File: src/hdl/jmi_pkg.sv
package jmi_pkg;

  localparam int unsigned AXES   = 7;
  localparam int unsigned POS_W  = 16;
  localparam int unsigned TIME_W = 32;
  // Segment time bound: 65535 * 2^16 / 1638 < 2^22.
  localparam int unsigned TSEG_W = 22;
  // Remainder of a division by at most 15 points.
  localparam int unsigned REM_W  = 4;
  localparam int unsigned CNT_W  = 4;

  localparam int unsigned IN_DATA_W  = AXES * POS_W;
  localparam int unsigned IN_USER_W  = 2;
  localparam int unsigned OUT_DATA_W = AXES * POS_W + TIME_W;

  // Velocity limits in 1/4096 position units per second.
  localparam int unsigned VEL_FAST [AXES] = '{10240, 8192, 8192, 15974, 17613, 23552, 8192};
  localparam int unsigned VEL_SLOW [AXES] = '{2048, 1638, 1638, 3277, 3277, 4096, 1638};

  typedef struct packed {
    logic vld;
    logic origin;
  } ctl_t;

  typedef struct packed {
    logic                    origin;
    logic [TSEG_W-1:0]       step;
  } job_t;

  // Per-axis move setup: |delta| / points split into quotient and remainder.
  typedef struct packed {
    logic signed [POS_W-1:0] start;
    logic                    neg;
    logic [POS_W-1:0]        aq;
    logic [REM_W-1:0]        ar;
  } lane_job_t;

endpackage

File: src/hdl/jmi_emit.sv
module jmi_emit #(
  parameter int unsigned POINTS = 10
) (
  input  logic                              clk_i,
  input  logic                              rst_ni,
  input  logic                              job_valid_i,
  input  jmi_pkg::job_t                     job_i,
  input  jmi_pkg::lane_job_t                lane_i [jmi_pkg::AXES],
  output logic                              job_take_o,
  output logic                              out_valid_o,
  input  logic                              out_ready_i,
  output logic signed [jmi_pkg::POS_W-1:0]  out_pos_o [jmi_pkg::AXES],
  output logic [jmi_pkg::TIME_W-1:0]        out_time_o,
  output logic                              out_last_o
);

  logic                             busy_q, busy_d;
  logic [jmi_pkg::CNT_W-1:0]        cnt_q, cnt_d;
  logic                             origin_q;
  logic [jmi_pkg::TSEG_W-1:0]       step_q;
  jmi_pkg::lane_job_t               lane_q [jmi_pkg::AXES];
  logic [jmi_pkg::POS_W-1:0]        acc_q [jmi_pkg::AXES];
  logic [jmi_pkg::POS_W-1:0]        acc_d [jmi_pkg::AXES];
  logic [jmi_pkg::REM_W-1:0]        rem_q [jmi_pkg::AXES];
  logic [jmi_pkg::REM_W-1:0]        rem_d [jmi_pkg::AXES];
  logic [jmi_pkg::TIME_W-1:0]       time_q, time_d;

  logic                             out_valid_q;
  logic signed [jmi_pkg::POS_W-1:0] out_pos_q [jmi_pkg::AXES];
  logic signed [jmi_pkg::POS_W-1:0] pos_d [jmi_pkg::AXES];
  logic [jmi_pkg::TIME_W-1:0]       out_time_q;
  logic                             out_last_q;

  logic                             load;
  logic                             take;
  logic                             last_now;
  logic [jmi_pkg::CNT_W-1:0]        cnt_next;
  logic [jmi_pkg::CNT_W-1:0]        npts;
  logic [jmi_pkg::TIME_W:0]         tsum;
  logic [jmi_pkg::TIME_W-1:0]       new_time;
  logic [jmi_pkg::REM_W:0]          rsum;
  logic [jmi_pkg::POS_W-1:0]        qsum;
  logic signed [jmi_pkg::POS_W+1:0] qoff;
  logic signed [jmi_pkg::POS_W+1:0] psum;

  assign cnt_next = cnt_q + jmi_pkg::CNT_W'(1);
  assign npts     = origin_q ? jmi_pkg::CNT_W'(1) : jmi_pkg::CNT_W'(POINTS);
  assign last_now = (cnt_next == npts);
  assign load     = busy_q && (!out_valid_q || out_ready_i);
  // A new job starts in the cycle the previous job's last point loads.
  assign take     = job_valid_i && (!busy_q || (load && last_now));
  assign tsum     = {1'b0, time_q} + jmi_pkg::TIME_W'(step_q);
  assign new_time = tsum[jmi_pkg::TIME_W] ? '1 : tsum[jmi_pkg::TIME_W-1:0];

  // Point i per axis: q_i = floor(i * |delta| / points), kept as quotient and remainder.
  always_comb begin
    for (int j = 0; j < jmi_pkg::AXES; j++) begin
      rsum = {1'b0, rem_q[j]} + {1'b0, lane_q[j].ar};
      qsum = acc_q[j] + lane_q[j].aq;
      if (rsum >= (jmi_pkg::REM_W + 1)'(POINTS)) begin
        rsum = rsum - (jmi_pkg::REM_W + 1)'(POINTS);
        qsum = qsum + jmi_pkg::POS_W'(1);
      end
      acc_d[j] = qsum;
      rem_d[j] = rsum[jmi_pkg::REM_W-1:0];
      qoff     = lane_q[j].neg ? -$signed({2'b00, qsum}) : $signed({2'b00, qsum});
      psum     = {{2{lane_q[j].start[jmi_pkg::POS_W-1]}}, lane_q[j].start} + qoff;
      pos_d[j] = psum[jmi_pkg::POS_W-1:0];
    end
  end

  always_comb begin
    busy_d = busy_q;
    cnt_d  = cnt_q;
    time_d = time_q;
    if (load) begin
      cnt_d  = cnt_next;
      time_d = new_time;
      if (last_now) begin
        busy_d = 1'b0;
      end
    end
    if (take) begin
      busy_d = 1'b1;
      cnt_d  = '0;
      if (job_i.origin) begin
        time_d = '0;
      end
    end
  end

  always_ff @(posedge clk_i or negedge rst_ni) begin
    if (!rst_ni) begin
      busy_q      <= 1'b0;
      cnt_q       <= '0;
      time_q      <= '0;
      out_valid_q <= 1'b0;
    end else begin
      busy_q <= busy_d;
      cnt_q  <= cnt_d;
      time_q <= time_d;
      if (load) begin
        out_valid_q <= 1'b1;
      end else if (out_ready_i) begin
        out_valid_q <= 1'b0;
      end
    end
  end

  always_ff @(posedge clk_i) begin
    if (load) begin
      for (int j = 0; j < jmi_pkg::AXES; j++) begin
        out_pos_q[j] <= pos_d[j];
      end
      out_time_q <= new_time;
      out_last_q <= last_now;
    end
    // A taken job restarts the accumulators.
    if (load || take) begin
      for (int j = 0; j < jmi_pkg::AXES; j++) begin
        acc_q[j] <= take ? '0 : acc_d[j];
        rem_q[j] <= take ? '0 : rem_d[j];
      end
    end
    if (take) begin
      origin_q <= job_i.origin;
      step_q   <= job_i.step;
      for (int j = 0; j < jmi_pkg::AXES; j++) begin
        lane_q[j] <= lane_i[j];
      end
    end
  end

  assign job_take_o  = take;
  assign out_valid_o = out_valid_q;
  assign out_pos_o   = out_pos_q;
  assign out_time_o  = out_time_q;
  assign out_last_o  = out_last_q;

endmodule

File: config.mk
export PLATFORM = sky130hd
export DESIGN_NAME = jmi_emit
export DESIGN_NICKNAME = d
export VERILOG_FILES = /design/src/hdl/jmi_pkg.sv /design/src/hdl/jmi_emit.sv
export SDC_FILE = /design/constraint.sdc
export NUM_CORES = 1
export LEC_CHECK = 0
export BUFFER_PORTS_ARGS = -buffer_cell sky130_fd_sc_hd__buf_2
export CORE_MARGIN = 2
export CORE_UTILIZATION = 50
export DETAILED_ROUTE_END_ITERATION = 7
export PLACE_DENSITY_LB_ADDON = 0.1
export REMOVE_ABC_BUFFERS = 1
export SLEW_MARGIN = 15
export SYNTH_ARGS = -nofsm -noshare
export SYNTH_HDL_FRONTEND = slang
export SYNTH_SLANG_ARGS = --single-unit
File: constraint.sdc
create_clock -name clk_i -period 15.2 [get_ports clk_i]
set_input_delay 2.28 -clock clk_i [delete_from_list [all_inputs] [get_ports clk_i]]
set_output_delay 2.28 -clock clk_i [all_outputs]
set_load 0.02 [all_outputs]
* Yosys cells after proc, flatten, opt, wreduce, memory -nomap -nowiden
Memory sizes are Yosys's and may differ from the RTL's. Cells that the tools add are included.
Cells by class: $add $sub $neg 44, $mul 0, div/mod/pow operators 0, magnitude comparators 7, equality and inequality tests 1, shift-type cells 0, multiplexer cells 51, bitwise gates (word level) 0, reductions and logical operators 12
Operators by type and width (number):
- $mux 16 | 21
- $add 16x16->16 | 14
- $mux 32 | 4
- $add 16x1->16 const B | 7
- $neg 16->16 | 7
- $mux 4 | 17
- $add 4x4->5 | 7
- $ge 5x4->1 const B | 7
- $add 32x22->33 | 1
- $sub 4x4->4 const B | 7
- $mux 1 | 9
- $reduce_bool 2->1 | 3
- $add 4x1->4 const B | 1
- $eq 4x4->1 | 1
- $logic_and 1x1->1 | 3
- $logic_or 1x1->1 | 3
- $logic_not 1->1 | 2
- $reduce_and 2->1 | 1
Storage, ports and cells: bits in registers 206, latch bits 0, RAM bits 399, bits in read-only memories 0, input port bits 286, output and inout port bits 147, logic and storage cells 133, memories 3
Memories:
- lane_q | depth 7, bits a word 37, rd ports 7, clocked after memory_dff 0, write ports 7, RTL line jmi_emit.sv:21 | jmi_pkg::lane_job_t lane_q [jmi_pkg::AXES];
- acc_q | depth 7, bits a word 16, rd ports 7, clocked after memory_dff 0, write ports 7, RTL line jmi_emit.sv:22 | logic [jmi_pkg::POS_W-1:0] acc_q [jmi_pkg::AXES];
- rem_q | depth 7, bits a word 4, rd ports 7, clocked after memory_dff 0, write ports 7, RTL line jmi_emit.sv:24 | logic [jmi_pkg::REM_W-1:0] rem_q [jmi_pkg::AXES];

* Longest topological paths before layout
depth after elaboration 9, depth in mapped cells 27, gate-level depth less buffers 26

* Worst setup path before layout
Ideal clock, no wire load.
kind input port to output port, from input port out_ready_i, to output port job_take_o, arrival time 10.724 ns, required time 12.920 ns, slack 2.196 ns, cell stages on the path 5, buffers on the path 1, path through nand2b_1 -> a21bo_2 -> nand2_1 -> inv_2 -> clkbuf_1
Between the ends: cells in the longest elaborated chain, start to end 5
Ends and longest elaborated chain:
- from (decl) | RTL line jmi_emit.sv:11 | input logic out_ready_i,
- $logic_or 1x1->1 | RTL line jmi_emit.sv:49 | assign load = busy_q && (!out_valid_q || out_ready_i);
- $logic_and 1x1->1 | RTL line jmi_emit.sv:49
- $logic_and 1x1->1 | RTL line jmi_emit.sv:51 | assign take = job_valid_i && (!busy_q || (load && last_now));
- $logic_or 1x1->1 | RTL line jmi_emit.sv:51
- $logic_and 1x1->1 | RTL line jmi_emit.sv:51
- to (decl) | RTL line jmi_emit.sv:9 | output logic job_take_o,
No other way between the ends.

==> metrics.md <==
| Metric | Value |
|---|---|
| Global-route wire length before repair | `145000 microns` |
| Routed via count | `27200` |
| DIE AREA | `76400 sq um` |
| Crit path arrival time | `6.54 ns` |
| # setup viols final | `0` |
| Later-pin clock latency in the skew report | `0.61 ns` |
| Top-level port count | `433` |
| Average vias per placed instance | `5.70` |
| Max cap viols | `0` |
| Die Ht | `276 microns` |
| CTS tree | `yes` |
| Layout cells sized above 1 | `17.0%` |
| Largest family of logic cells by synthesized area | `simple AND/OR/NAND/NOR gates` |
| Vias in the first global route | `27500` |
| Metal2 WL | `44200 microns` |
| WL met3 | `4770 microns` |
| Root Buffer | `clkbuf_16` |
| Slowest library cell on the worst path | `fa_1` |
| Crit Path Class | `flip-flop to flip-flop` |
| Synth Area in Adders | `10.9%` |
| Setup WS post-layout | `9.02 ns` |
| Most common cell after layout, fill and taps aside | `edfxtp_1` |
| Reg2Reg Depth | `26` |
| Final ANT Viol Nets | `0` |
| Placed cell area | `40300 sq um` |
| Post-Synth Simple-Gate Area | `13.9%` |
| Cell area after layout | `42800 sq um` |
| Asr flop ratio synth | `6.28%` |
| DRC | `0` |
| Die Span X | `276 microns` |
| First drt pass iteration count | `5` |
| Largest net degree at the start of global routing | `168` |
| Status | `finished clean` |
| Worst reg2reg path startpoint | `lane_q[2][0]` |
| Post-synthesis xor/xnor area fraction | `10.5%` |
| Total gr overflow | `0` |
| Main synth FF type | `edfxtp_1` |
| Cts bufs inserted | `71` |
| Worst clock skew | `0.0271 ns` |
| Worst Path Required | `15.55 ns` |
| Minimum clock period | `6.18 ns` |
| Max_slew headroom | `23.3%` |
| CTS Sinks | `605` |
| DR top layer | `met5` |
| Worst Min Path Start | `time_q[31]` |
| Crit path buffers/inverters | `3` |
| GPL Wtd Cong | `0.889` |
| Starting Density | `50.7%` |
| Hpwl dp | `67200 microns` |
| Setup TNS | `0 ns` |
| H-tree depth | `3` |
| CP delay by family, top | `simple AND/OR/NAND/NOR gates` |
| Num rows | `99` |
| Cells on Worst Hold Path | `1` |
| Maximum net fanout on the critical path | `12` |
| R2R Path End | `out_pos_o[79]` |
| Worst hold endpoint | `time_q[31]` |
| Hold Path Class | `flip-flop to flip-flop` |
| Compound-Gate Fraction of Synth Area | `13.5%` |
| Synthesized area | `37100 sq um` |
| Pre-CTS setup slack | `9.14 ns` |
| Achievable frequency | `0.162 GHz` |
| Syn Inst Count | `3306` |
| Mux cell area share after synthesis | `0.812%` |
| Clock transition at path regs | `0.06 ns` |
| Final max-slew violation count | `0` |
| Port Buf Inserts | `432` |
| Hold-fix buffers, CTS | `0` |
| Slowest Stage Delay on Critical Path | `0.55 ns` |
| All-Layer GR Usage | `23.6%` |
| Setup bufs post-CTS | `0` |
| Pin slew with the least headroom to its limit | `1.15 ns` |
| Period utilization | `40.7%` |
| Sequential element share of the synthesized area | `48.4%` |
| Final-stage net count | `4346` |
| RSZ-0062 raised after global routing | `no` |
| DR iter-0 viols | `1695` |
| Longest Clk Path Bufs | `3` |
| Kind of end point of the critical path | `flip-flop` |
| Initial antenna violation count | `20` |
| Flop-to-flop setup slack | `9.02 ns` |
| Most frequent cells in the layout | `edfxtp_1 (567), buf_2 (432), nor2_1 (308)` |
| Post-cts gate resize count | `0` |
| CP Launch Type | `flip-flop` |
| Area Overhead vs Synth | `15.3%` |
| Wire length per cell | `19.1 microns` |
| Synth warnings | `0` |
| Met1 wire length | `39100 microns` |
| Total wire length | `91000 microns` |
| Yosys cell types | `114` |
| Core outline area | `73200 sq um` |
| EDFF count, synth | `567` |
| Syn Area/Cell | `11.2 sq um` |
| Filler cells | `6088` |
| #FFs+latches synth | `605` |
| Final hold violations | `0` |
## layer usage
layer  track usage (%)  vias to the layer above
li1                  -                    13300
met1              30.4                    13100
met2              40.2                      726
met3              3.42                      169
met4              8.69                        8
met5                 0                        -
## sequential cells by signal, indices dropped and copies added (netlist names), 4 cells and up
name	cells
lane_q	259
acc_q	112
out_pos_o	112
out_time_o	32
time_q	32
rem_q	28
step_q	22
cnt_q	4
## cells by family after synthesis
group | count (synthesis)
AO/OA/AOI/OAI | 728
buffers and inverters | 199
AND/OR/NAND/NOR | 1007
XOR/XNOR | 429
flip-flops | 605
adder cells (fa/ha/maj) | 309
multiplexers | 29
## Yosys cell counts, types with 8 or more instances
cell type	number	area, sq um
inv_1	127	477
o31ai_1	15	113
a21o_1	82	616
or2_2	13	81.3
o21bai_1	35	263
and2_1	46	288
nor3_1	100	500
nor2_1	308	1160
o311ai_0	10	87.6
a311oi_1	24	210
o21a_1	26	195
nand4_1	34	213
fa_1	22	440
a31oi_1	41	257
or3_1	18	113
nor2b_1	32	200
and3_1	31	194
or4_1	9	67.6
o21ai_1	11	55.1
o21ai_0	111	556
dfrtp_1	38	951
xor2_1	161	1410
xnor2_1	255	2230
o211ai_1	17	128
clkbuf_1	63	236
nand2b_1	35	219
nand2_1	197	739
o2111ai_1	8	70.1
ha_1	287	3590
mux2i_1	20	200
a211o_1	12	105
edfxtp_1	567	17000
nor3b_1	17	128
mux2_2	9	101
a21oi_1	181	906
nand4b_1	9	78.8
a211oi_1	51	383
nor4b_1	11	96.3
nor4_1	21	131
nand3b_1	9	67.6
nand3_1	66	330
## how the worst max path moves through the flow
stage | startpoint | endpoint | slack (ns) | cells after the start
after floorplan | out_ready_i | job_take_o | 6.02 | 4
after global placement | lane_q[2][0] | out_pos_o[79] | 9.38 | 26
after detailed placement | lane_q[2][0] | out_pos_o[79] | 9.14 | 26
after CTS | lane_q[2][0] | out_pos_o[79] | 9.05 | 26
after global routing | lane_q[2][0] | out_pos_o[79] | 8.51 | 26
final | lane_q[2][0] | out_pos_o[79] | 9.02 | 26
## area by class of cell
class	instances	area (sq um)	area share, %
antenna	13	32.5	0.0760
clock buffer	90	1970	4.61
clock inverter	39	458	1.07
inverter	130	503	1.18
multi-input combinational	2502	18400	43.0
sequential	605	18000	42.0
tap	959	1200	2.80
timing repair buffer	441	2240	5.24
## through the flow
stage	util [%]	instances	hold slack, ns
floorplan	-	3237	0.447
global placement	55.1	4637	0.464
detailed placement	55.1	4637	0.515
CTS	58.4	4766	0.522
global route	58.4	4772	0.530
finish	58.5	4779	0.524
Power is not shown: default switching activity piles up to over one toggle a cycle in this logic, so the estimate is an artifact.
