[src/hdl/jmi_pkg.sv]
package jmi_pkg;

  localparam int unsigned AXES   = 7;
  localparam int unsigned POS_W  = 16;
  localparam int unsigned TIME_W = 32;
  // Segment time bound: 65535 * 2^16 / 1638 < 2^22.
  localparam int unsigned TSEG_W = 22;
  // Remainder of a division by at most 15 points.
  localparam int unsigned REM_W  = 4;
  localparam int unsigned CNT_W  = 4;

  localparam int unsigned IN_DATA_W  = AXES * POS_W;
  localparam int unsigned IN_USER_W  = 2;
  localparam int unsigned OUT_DATA_W = AXES * POS_W + TIME_W;

  // Velocity limits in 1/4096 position units per second.
  localparam int unsigned VEL_FAST [AXES] = '{10240, 8192, 8192, 15974, 17613, 23552, 8192};
  localparam int unsigned VEL_SLOW [AXES] = '{2048, 1638, 1638, 3277, 3277, 4096, 1638};

  typedef struct packed {
    logic vld;
    logic origin;
  } ctl_t;

  typedef struct packed {
    logic                    origin;
    logic [TSEG_W-1:0]       step;
  } job_t;

  // Per-axis move setup: |delta| / points split into quotient and remainder.
  typedef struct packed {
    logic signed [POS_W-1:0] start;
    logic                    neg;
    logic [POS_W-1:0]        aq;
    logic [REM_W-1:0]        ar;
  } lane_job_t;

endpackage

[src/hdl/jmi_lane.sv]
module jmi_lane #(
  parameter int unsigned LANE   = 0,
  parameter int unsigned POINTS = 10
) (
  input  logic                                 clk_i,
  input  logic                                 rst_ni,
  input  logic                                 adv_i,
  input  logic                                 accept_i,
  input  logic                                 origin_i,
  input  logic                                 fast_i,
  input  logic signed [jmi_pkg::POS_W-1:0]     target_i,
  output logic [jmi_pkg::TSEG_W-1:0]           tseg_o,
  output jmi_pkg::lane_job_t                   job_o
);

  localparam int unsigned LF    = jmi_pkg::VEL_FAST[LANE];
  localparam int unsigned LS    = jmi_pkg::VEL_SLOW[LANE];
  localparam int unsigned LF_SH = $clog2(LF);
  localparam int unsigned LS_SH = $clog2(LS);
  localparam int unsigned PQ_SH = $clog2(POINTS);
  // floor(ad * 2^16 / L) == (ad * ceil(2^(32+l) / L)) >> (16 + l)
  localparam logic [32:0] MF = 33'(((64'd1 << (32 + LF_SH)) + 64'(LF) - 64'd1) / 64'(LF));
  localparam logic [32:0] MS = 33'(((64'd1 << (32 + LS_SH)) + 64'(LS) - 64'd1) / 64'(LS));
  localparam logic [16:0] MQ =
    17'(((64'd1 << (16 + PQ_SH)) + 64'(POINTS) - 64'd1) / 64'(POINTS));

  logic signed [jmi_pkg::POS_W-1:0] pos_q;

  logic [16:0]                      delta;
  logic [16:0]                      mag;

  logic [jmi_pkg::POS_W-1:0]        s1_ad_q;
  logic                             s1_neg_q;
  logic                             s1_fast_q;
  logic signed [jmi_pkg::POS_W-1:0] s1_start_q;

  logic [48:0]                      s2_pt_q;
  logic [32:0]                      s2_pq_q;
  logic [jmi_pkg::POS_W-1:0]        s2_ad_q;
  logic                             s2_neg_q;
  logic                             s2_fast_q;
  logic signed [jmi_pkg::POS_W-1:0] s2_start_q;

  logic [jmi_pkg::TSEG_W-1:0]       t_d;
  logic [jmi_pkg::POS_W-1:0]        aq_d;
  logic [jmi_pkg::POS_W-1:0]        aqp;
  logic [jmi_pkg::REM_W-1:0]        ar_d;

  logic [jmi_pkg::TSEG_W-1:0]       s3_t_q;
  jmi_pkg::lane_job_t               s3_job_q;
  jmi_pkg::lane_job_t               s4_job_q;
  jmi_pkg::lane_job_t               s5_job_q;

  assign delta = {target_i[jmi_pkg::POS_W-1], target_i} - {pos_q[jmi_pkg::POS_W-1], pos_q};
  assign mag   = delta[16] ? (~delta + 17'd1) : delta;

  always_ff @(posedge clk_i or negedge rst_ni) begin
    if (!rst_ni) begin
      pos_q <= '0;
    end else if (accept_i) begin
      pos_q <= target_i;
    end
  end

  always_ff @(posedge clk_i) begin
    if (adv_i) begin
      if (origin_i) begin
        s1_ad_q    <= '0;
        s1_neg_q   <= 1'b0;
        s1_start_q <= target_i;
      end else begin
        s1_ad_q    <= mag[jmi_pkg::POS_W-1:0];
        s1_neg_q   <= delta[16];
        s1_start_q <= pos_q;
      end
      s1_fast_q <= fast_i;
    end
  end

  always_ff @(posedge clk_i) begin
    if (adv_i) begin
      s2_pt_q    <= {33'd0, s1_ad_q} * {16'd0, (s1_fast_q ? MF : MS)};
      s2_pq_q    <= {17'd0, s1_ad_q} * {16'd0, MQ};
      s2_ad_q    <= s1_ad_q;
      s2_neg_q   <= s1_neg_q;
      s2_fast_q  <= s1_fast_q;
      s2_start_q <= s1_start_q;
    end
  end

  always_comb begin
    if (s2_fast_q) begin
      t_d = jmi_pkg::TSEG_W'(s2_pt_q >> (16 + LF_SH));
    end else begin
      t_d = jmi_pkg::TSEG_W'(s2_pt_q >> (16 + LS_SH));
    end
    aq_d = jmi_pkg::POS_W'(s2_pq_q >> (16 + PQ_SH));
    aqp  = jmi_pkg::POS_W'(aq_d * jmi_pkg::POS_W'(POINTS));
    ar_d = jmi_pkg::REM_W'(s2_ad_q - aqp);
  end

  always_ff @(posedge clk_i) begin
    if (adv_i) begin
      s3_t_q         <= t_d;
      s3_job_q.start <= s2_start_q;
      s3_job_q.neg   <= s2_neg_q;
      s3_job_q.aq    <= aq_d;
      s3_job_q.ar    <= ar_d;
      // Wait out the max and step-time stages of the merge.
      s4_job_q       <= s3_job_q;
      s5_job_q       <= s4_job_q;
    end
  end

  assign tseg_o = s3_t_q;
  assign job_o  = s5_job_q;

endmodule

[config.mk]
export PLATFORM = sky130hd
export DESIGN_NAME = jmi_lane
export DESIGN_NICKNAME = d
export VERILOG_FILES = /design/src/hdl/jmi_pkg.sv /design/src/hdl/jmi_lane.sv
export SDC_FILE = /design/constraint.sdc
export NUM_CORES = 1
export LEC_CHECK = 0
export ABC_AREA = 1
export BUFFER_PORTS_ARGS = -buffer_cell sky130_fd_sc_hd__buf_2
export CORE_UTILIZATION = 55
export CTS_CLUSTER_SIZE = 20
export DETAILED_ROUTE_END_ITERATION = 10
export PLACE_DENSITY = 0.69
export REMOVE_ABC_BUFFERS = 1
export SYNTH_ARGS = -nofsm -noshare
export SYNTH_HDL_FRONTEND = slang
export SYNTH_SLANG_ARGS = --single-unit
[constraint.sdc]
create_clock -name clk_i -period 13.6 [get_ports clk_i]
set_input_delay 2.72 -clock clk_i [delete_from_list [all_inputs] [get_ports clk_i]]
set_output_delay 2.72 -clock clk_i [all_outputs]
set_load 0.02 [all_outputs]
# Word level (Yosys, flattened, before mapping)
# Cells that the tools add are included.
# word_totals
regBits	277
latchBits	0
mem_bits_rw	0
rom_bits	0
output_inout_bits	59
mem_count	0
# classes
n_addsub	3
multipliers	3
div_mod_pow	0
n_lt_le_gt_ge	0
eq_ne	0
shifts	0
muxes	4
bitwise	1
reduce_logical	0
# ops
op	n
$mul 16x33->49	1
$mul 16x16->32 const B	1
$mux 16	2
$mux 32	1
$mux 19	1
$sub 16x16->17	1
$add 16x1->16 const B	1
$not 16->16	1
$mul 13x3->3 const B	1
$sub 4x4->4	1

# Longest topological paths before layout
# Gate-level depths: netlist (run 1).
# logic_depth
ltp_word	4
depth_mapped	27

# Worst setup path before layout (run 1)
# OpenSTA, ideal clock, no wires.
# synth_path
kind	register to register
from	reg s1_fast_q
to	reg s2_pt_q[45], data pin
setup_ns	0.252
arrival_ns	5.351
required_ns	13.348
setup_slack_ns	7.997
path_stages_with_launch	26
n_path_buf	2
synth_period_minus_slack_ns	5.603
cell_sequence	edfxtp_1 > buf_4 > clkbuf_1 > nand2_1 > inv_1 > ha_1 > inv_1 > fa_1 > inv_1 > fa_1 > inv_1 > fa_1 > fa_1 > inv_1 > fa_1 > inv_1 > ha_1 > inv_1 > o21ai_0 > or2_2 > a21oi_1 > nor2_1 > a311oi_1 > nand2_1 > nand2_1 > nand2_1
# synth_via
elab_chain_cells	2
# synth_lines
element	line_no	text
start: declaration	jmi_lane.sv:34	logic s1_fast_q;
start signal: assignment	jmi_lane.sv:76	s1_fast_q <= fast_i;
$mux 32	jmi_lane.sv:82	s2_pt_q <= {33'd0, s1_ad_q} * {16'd0, (s1_fast_q ? MF : MS)};
$mul 16x33->49	jmi_lane.sv:82	
end signal: assignment	jmi_lane.sv:82	
end: declaration	jmi_lane.sv:37	logic [48:0] s2_pt_q;
# Every way passes these cells.
# A chain may end at the register's enable or synchronous reset.

# Worst setup path after layout (run 1)
# layout_path
from	reg s1_fast_q
to	reg s2_pt_q[44], data pin
# The elaborated chain is that of the path after synthesis.

==> results of run 1 <==
[flip-flops by register name, indices dropped and copies added, names as in the netlist]
name	flops
s2_pt_q	22
pos_q	16
s4_job_q	34
job_o	34
s2_fast_q	1
s1_ad_q	16
s1_fast_q	1
s2_start_q	16
s1_start_q	16
s2_ad_q	4
s1_neg_q	1
s2_neg_q	1
s3_job_q	34
tseg_o	22
s2_pq_q	13
[Yosys cell counts, types with 5 or more instances]
master,n
a21o_1,11
a21oi_1,105
a31oi_1,12
buf_4,6
clkbuf_1,11
dfrtp_1,16
edfxtp_1,215
fa_1,182
ha_1,294
inv_1,490
inv_2,5
nand2_1,310
nand2_2,14
nand3_1,44
nand3_2,5
nand3b_1,10
nand4_1,11
nor2_1,139
nor2_2,5
nor3_1,16
o21ai_0,94
o21ai_1,5
o21bai_1,7
xnor2_1,15
xor2_1,24
[cells by family after synthesis]
family | synth area share
and+or+nand+nor | 0.120
buffers and inverters | 0.0961
adders and majority gates | 0.359
AOI/OAI and AO/OA | 0.0698
DFF | 0.336
xor gates and xnor gates | 0.0168
muxes | 0.00166
other | 0.000184
[stage by stage]
stage                     utilization  instances  worst slack (ns)  hold WS, ns  cell area (sq um)
after floorplan                     -       2077              8.09        0.400              20300
after global placement          0.583       2625              7.27        0.400              21300
after detailed placement        0.583       2625              7.20        0.405              21300
after CTS                       0.607       2671              7.18        0.417              22200
after global routing            0.607       2671              6.73        0.420              22200
final                           0.607       2671              7.11        0.413              22200
[layout make-up]
class | instances | area share
repair buffers | 80 | 0.0189
clock buffers | 34 | 0.0316
multi-input cells | 1351 | 0.522
inverters | 495 | 0.0839
well taps | 468 | 0.0264
flip-flops and latches | 231 | 0.309
clock inverters | 12 | 0.00740
[layer usage]
layer | wire length [um] | track usage | up-vias
li1 | - | - | 6908
met1 | 19600 | 0.320 | 6833
met2 | 21700 | 0.426 | 320
met3 | 2200 | 0.0335 | 68
met4 | 1190 | 0.0697 | 0
met5 | 0 | 0 | -
[how the worst max path moves through the flow]
stage	cells past startpoint	startpoint	slack, ns	end
3_5_place_dp	24	s1_fast_q	7.20	s2_pt_q[48]
5_1_grt	24	s1_fast_q	6.73	s2_pt_q[48]
2_1_floorplan	22	s1_fast_q	8.09	s2_pt_q[47]
3_3_place_gp	24	s1_fast_q	7.27	s2_pt_q[44]
4_1_cts	24	s1_fast_q	7.18	s2_pt_q[48]
6_report	24	s1_fast_q	7.11	s2_pt_q[44]
==> key figures, run 1 <==
Status
  • Status: complete, no violations

Cells and area
  • Layout Nets: roughly 2.7k
  • Fillers: around 3.1k
  • Reg area: 6860 sq um
  • Layout area overhead: 8.70%
  • Area of the multi-input gates: 11600 sq um
  • ANT cells: 0
  • Most common cell after layout, fill and taps aside: inv_1
  • Ratio of cells with drive above 1 in the final layout: 0.0749
  • Most frequent cells in the layout: 490 x inv_1, 310 x nand2_1, 294 x ha_1

Clock tree
  • Clk buf depth: 3
  • Post-CTS Setup Repair Bufs: 0
  • # hold bufs at CTS: 0
  • Clock transition at path regs: 0.07 ns
  • Cts bufs inserted: 25
  • Root Buffer: clkbuf_16
  • H-tree depth: 1
  • Post_cts resized: 0
  • TritonCTS clock tree: done
  • Clock Latency Late Sink: 0.56 ns
  • Clk sinks: about 230

Yosys
  • Gate Count Post-Synth: 2094
  • FFs w/ async S/R, synth: 0.0693
  • Synth Area per Inst: 9.73 sq um
  • Top FF cell, synth: edfxtp_1
  • Synthesized area: just over 20000 sq um
  • Unique cell type count in the Yosys netlist: 50
  • Seq cells post-synth: between 200 and 250
  • Top cells by area, synth: edfxtp_1 32%, ha_1 18%, fa_1 18%, inv_1 9.0%, nand2_1 5.7%
  • Share of the synthesized area in the top cell type: 0.317
  • Yosys warnings: 0
  • Sequential area share after synthesis: 0.336
  • Area leader, netlist: edfxtp_1
  • Post-synth EDFFs: 215

Routing
  • Vias/cell: 5.29
  • DRC viols: 0
  • 1st-pass router iterations: 7
  • DR vias: 14.1k
  • DRT antenna net count: 0
  • Drt total wl: ~45000 um
  • WL/cell: about 17 um
  • 1st-iter DRT viols: 812

Worst hold path
  • Worst Hold Path Cells: 0
  • Min-delay src: s4_job_q[31]
  • Min-delay worst type: reg -> reg
  • Worst hold endpoint: job_o[31]

Die
  • Ports: 81
  • Die width: 195 um
  • Die area: about 38000 sq um
  • Num rows: 70
  • Chip height: between 150 and 200 um
  • Initial core utilization: 0.558
  • Core ar.: 36500 sq um

Critical path
  • Critical Path Sink Type: flop
  • Reg2reg start: s1_fast_q
  • Crit path largest cell delay: 0.82 ns
  • Delay-heaviest family, CP: adder cells
  • Critical path fanouts, max: 19
  • CP max stage cell: edfxtp_1
  • Cell chain of the critical path: nand2_1, nor2_1, inv_1, nand2_1, inv_1, ha_1, inv_1, fa_1, inv_1, fa_1, fa_1, inv_1, fa_1, inv_1, ha_1, a21o_1, a31oi_1, o21ai_0, inv_1, nor2_1, a211oi_1, nand2_1, nand2_1, nand2_1
  • R2R Path End: s2_pt_q[44]
  • CP bufs+invs: 7
  • Setup CP Type: reg -> reg
  • CP Data Required Time: roughly 14 ns
  • Critical path data arrival time: 6.81 ns
  • Worst R2R Setup Slack: between 7 and 8 ns
  • R2r worst-path depth: 24
  • Most used cell, CP: inv_1
  • CP startpoint kind: flop

STA
  • Min Tclk post-route: about 6.5 ns
  • RSZ-0062 raised after global routing: no
  • Fin crit share: 0.477
  • Max Freq: between 0.15 and 0.2 GHz
  • Worst slew pin tran: 1.02 ns
  • Endpoints failing hold: 0
  • TNS Setup: 0 ns
  • Slew Limit Headroom: 0.317
  • Pins over their slew limit: 0
  • Setup Skew: 0.0188 ns
  • Final Setup Violations: 0

Global route
  • Largest net degree at the start of global routing: 81
  • First-pass GRT wire length: 73100 um
  • GRT Total Usage: 0.245
  • Vias in the first global route: 14.7k
  • GRT overflow: 0
  • Initial antenna violation count: 0

Job
  • Max_cap viols: 0

Placed design
  • HPWL Detailed: 37200 um
  • GPL Wtd Cong: about 0.98
  • IO buf count: 77
Power of run 1 is left out: the tool's default activity adds up to more than one toggle a clock period on the data nets, which glitch-free logic cannot reach.
==> run 2, diff against run 1 <==
--- a/config.mk
+++ b/config.mk
@@ -5,7 +5,7 @@
 export SDC_FILE = /design/constraint.sdc
 export NUM_CORES = 1
 export LEC_CHECK = 0
-export ABC_AREA = 1
+export ABC_AREA = 0
 export BUFFER_PORTS_ARGS = -buffer_cell sky130_fd_sc_hd__buf_2
 export CORE_UTILIZATION = 55
 export CTS_CLUSTER_SIZE = 20
==> constraint.sdc (replaced) <==
create_clock -name clk_i -period 6.05 [get_ports clk_i]
set_input_delay 1.21 -clock clk_i [delete_from_list [all_inputs] [get_ports clk_i]]
set_output_delay 1.21 -clock clk_i [all_outputs]
set_load 0.02 [all_outputs]
==> run 2 against run 1 <==
The flow now finishes with violations (setup timing). Via count is 13% lower. Non-clock buffer count is 167 higher. Worst setup slack worse by 7.4 ns. Clock-buffer cell count is 2 higher. Largest cell class unchanged. Critical path type unchanged. Critical endpoint is now s2_pt_q[41]. Flip-flop and latch count stayed put. Critical path depth stayed put. Hold slack better by 0.0029 ns. Maximum frequency is 2.7% higher. Global-route usage is 2.1 points lower.
==> key figures, run 2 <==
Status
  • Status: complete, but fails checks (was complete, no violations)
  • Failing checks: setup timing

Cells and area
  • Final core occ: 0.664 (was 0.607)
  • Area of the multi-input gates: 11200 sq um (was 11600 sq um)
  • Most frequent cells in the layout: 350 x inv_1, 278 x ha_1, 215 x edfxtp_1 (was 490 x inv_1, 310 x nand2_1, 294 x ha_1)
  • ANT cells: 0 (unchanged)
  • Fillers: 2593 (was 3073)
  • Most common cell after layout, fill and taps aside: inv_1 (unchanged)
  • Reg area: 6860 sq um (unchanged)
  • Layout area overhead: 17.8% (was 8.70%)
  • Ratio of cells with drive above 1 in the final layout: 0.215 (was 0.0749)
  • Layout Nets: 2383 (was 2682)

Clock tree
  • Clock transition at path regs: 0.06 ns (was 0.07 ns)
  • # hold bufs at CTS: 0 (unchanged)
  • Clk buf depth: 3 (unchanged)
  • Cts bufs inserted: 25 (unchanged)
  • Clk sinks: 231 (unchanged)
  • TritonCTS clock tree: done (unchanged)
  • Clock Latency Late Sink: 0.55 ns (was 0.56 ns)
  • Root Buffer: clkbuf_16 (unchanged)
  • H-tree depth: 1 (unchanged)

Routing
  • DR vias: 12.2k (was 14.1k)
  • 1st-iter DRT viols: 577 (was 812)
  • 1st-pass router iterations: 4 (was 7)
  • Vias/cell: 5.20 (was 5.29)
  • DRC viols: 0 (unchanged)
  • WL/cell: 16.5 um (was 16.7 um)
  • Top Metal Used: met4 (unchanged)
  • DRT antenna net count: 0 (unchanged)
  • Met2 wire len: 19800 um (was 21700 um)
  • Met1 wire length: 16700 um (was 19600 um)
  • Met3 WL: 1390 um (was 2200 um)
  • Drt total wl: 38900 um (was 44700 um)

STA
  • Pins over their slew limit: 0 (unchanged)
  • Final Setup Violations: 12 (was 0)
  • RSZ-0062 raised after global routing: yes (was no)
  • Worst slew pin tran: 0.987 ns (was 1.02 ns)
  • Setup ws final: -0.268 ns (was 7.11 ns)
  • WHS: 0.416 ns (was 0.413 ns)
  • Endpoints failing hold: 0 (unchanged)
  • Max Freq: 0.158 GHz (was 0.154 GHz)
  • Slew Limit Headroom: 0.342 (was 0.317)
  • Min Tclk post-route: 6.32 ns (was 6.49 ns)
  • Fin crit share: 1.04 (was 0.477)
  • Setup Skew: 0.00885 ns (was 0.0188 ns)

Placed design
  • GPL Wtd Cong: 0.920 (was 0.977)
  • Placement Setup Slack: -0.427 ns (was 7.20 ns)
  • HPWL Detailed: 31000 um (was 37200 um)
  • IO buf count: 77 (unchanged)

Critical path
  • CP max stage cell: fa_1 (was edfxtp_1)
  • Critical path data arrival time: 6.62 ns (was 6.81 ns)
  • Most used cell, CP: inv_2 (was inv_1)
  • CP startpoint kind: flop (unchanged)
  • CP Data Required Time: 6.35 ns (was 13.92 ns)
  • Critical path fanouts, max: 4 (was 19)
  • Critical Path Sink Type: flop (unchanged)
  • Setup CP Type: reg -> reg (unchanged)
  • Crit path largest cell delay: 0.57 ns (was 0.82 ns)
  • Cell chain of the critical path: buf_6, and2_4, ha_4, inv_2, fa_1, inv_2, fa_1, inv_2, fa_1, buf_4, inv_2, fa_2, fa_1, inv_2, ha_4, o21a_1, a2111oi_4, nor3_2, or3_4, a211oi_4, o31ai_4, a21oi_4, o21ai_2, xnor2_1 (was nand2_1, nor2_1, inv_1, nand2_1, inv_1, ha_1, inv_1, fa_1, inv_1, fa_1, fa_1, inv_1, fa_1, inv_1, ha_1, a21o_1, a31oi_1, o21ai_0, inv_1, nor2_1, a211oi_1, nand2_1, nand2_1, nand2_1)

Global route
  • GRT overflow: 0 (unchanged)
  • First-pass GRT wire length: 63200 um (was 73100 um)
  • Initial antenna violation count: 0 (unchanged)
  • GRT Total Usage: 0.224 (was 0.245)
  • Largest net degree at the start of global routing: 131 (was 81)
  • Vias in the first global route: 12.8k (was 14.7k)

Yosys
  • Synth Area per Inst: 11.6 sq um (was 9.73 sq um)
  • Gate Count Post-Synth: 1640 (was 2094)
  • Synthesized area: 19100 sq um (was 20400 sq um)
  • Most frequent cell after synthesis: inv_1 (unchanged)
  • Area leader, netlist: edfxtp_1 (unchanged)
  • Share of the synthesized area in the top cell type: 0.338 (was 0.317)
  • Top cells by area, synth: edfxtp_1 34%, ha_1 19%, fa_1 19%, inv_1 7.2%, dfrtp_1 2.1% (was edfxtp_1 32%, ha_1 18%, fa_1 18%, inv_1 9.0%, nand2_1 5.7%)
  • Yosys warnings: 0 (unchanged)
  • Post-synth EDFFs: 215 (unchanged)
  • Top FF cell, synth: edfxtp_1 (unchanged)
  • Unique cell type count in the Yosys netlist: 70 (was 50)
  • Top cells by count, synth: 366 x inv_1, 294 x ha_1, 215 x edfxtp_1 (was 490 x inv_1, 310 x nand2_1, 294 x ha_1)
  • FFs w/ async S/R, synth: 0.0693 (unchanged)
  • Seq cells post-synth: 231 (unchanged)
  • Sequential area share after synthesis: 0.359 (was 0.336)

Die
  • Core ar.: 33900 sq um (was 36500 sq um)
  • Initial core utilization: 0.563 (was 0.558)
  • Ports: 81 (unchanged)
  • Die area: 35400 sq um (was 37800 sq um)
  • Die width: 188 um (was 195 um)
  • Chip height: 188 um (was 195 um)
  • Num rows: 67 (was 70)

Job
  • Max_cap viols: 0 (unchanged)

Worst hold path
  • Min-delay worst type: reg -> reg (unchanged)
==> run 2: changes by cell type after synthesis, moves of 21 or more <==
cell / delta
nand3_1: -21
nor2_1: -82
a21oi_1: -62
inv_1: -124
o21ai_0: -38
xnor2_1: +26
nand2_1: -244
==> run 2: metrics by stage <==
step,std cells,cell area [sq um],setup TNS (ns)
3_3_place_gp,2282,21000,-2.51
4_1_cts,2344,22200,-1.79
3_5_place_dp,2282,21000,-4.84
5_1_grt,2352,22500,-4.25
2_1_floorplan,1611,18900,-1.56
6_report,2352,22500,-1.90
==> run 2: cells by family after synthesis <==
logic type               count (synthesis)  synth area share
other                                    1          0.000197
AND/OR/NAND/NOR                        243            0.0628
AO/OA/AOI/OAI                          209            0.0735
XOR/XNOR                                60            0.0275
adder cells (fa/ha/maj)                476             0.384
flip-flops                             231             0.359
buffers and inverters                  397            0.0795
multiplexers                            23            0.0134
==> run 2: cell type report <==
cell class	count	area share
clock buffers	36	0.0310
clock inverters	10	0.00473
inverters	366	0.0611
multi-input cells	1014	0.497
flip-flops and latches	231	0.305
well taps	448	0.0249
repair buffers	247	0.0762
==> run 2: worst paths after layout <==
check	startpoint	to	slack, ns	cells after the start
min reg2reg	s4_job_q[9]	job_o[9]	0.42	0
max	s1_fast_q	s2_pt_q[41]	-0.27	24
max reg2reg	s1_fast_q	s2_pt_q[41]	-0.27	24
max in group asynchronous	rst_ni	pos_q[0]	5.19	1
min	s4_job_q[9]	job_o[9]	0.42	0
min in group asynchronous	rst_ni	pos_q[7]	0.58	1
==> run 2: layer usage <==
metal / up-vias / track usage
li1: 6006 / -
met1: 5953 / 0.294
met2: 221 / 0.394
met3: 59 / 0.0244
met4: 0 / 0.0619
met5: - / 0
==> run 2: worst max-delay path, delay by kind of cell (launching register included) <==
kind,cells,cell delay (ns)
fa+ha+maj,7,3.02
compound gates,6,1.28
simple gates,3,0.64
buf+inv,7,0.51
flops,1,0.46
xor+xnor,1,0.14
==> run 2: what timing repair did <==
action / CTS / global route
pin swaps: 49 / 59
endpoints found under the setup margin: 26 / 31
buffers inserted: 19 / 13
gates resized for setup: 50 / 64
Power of run 2 is left out for the same reason.
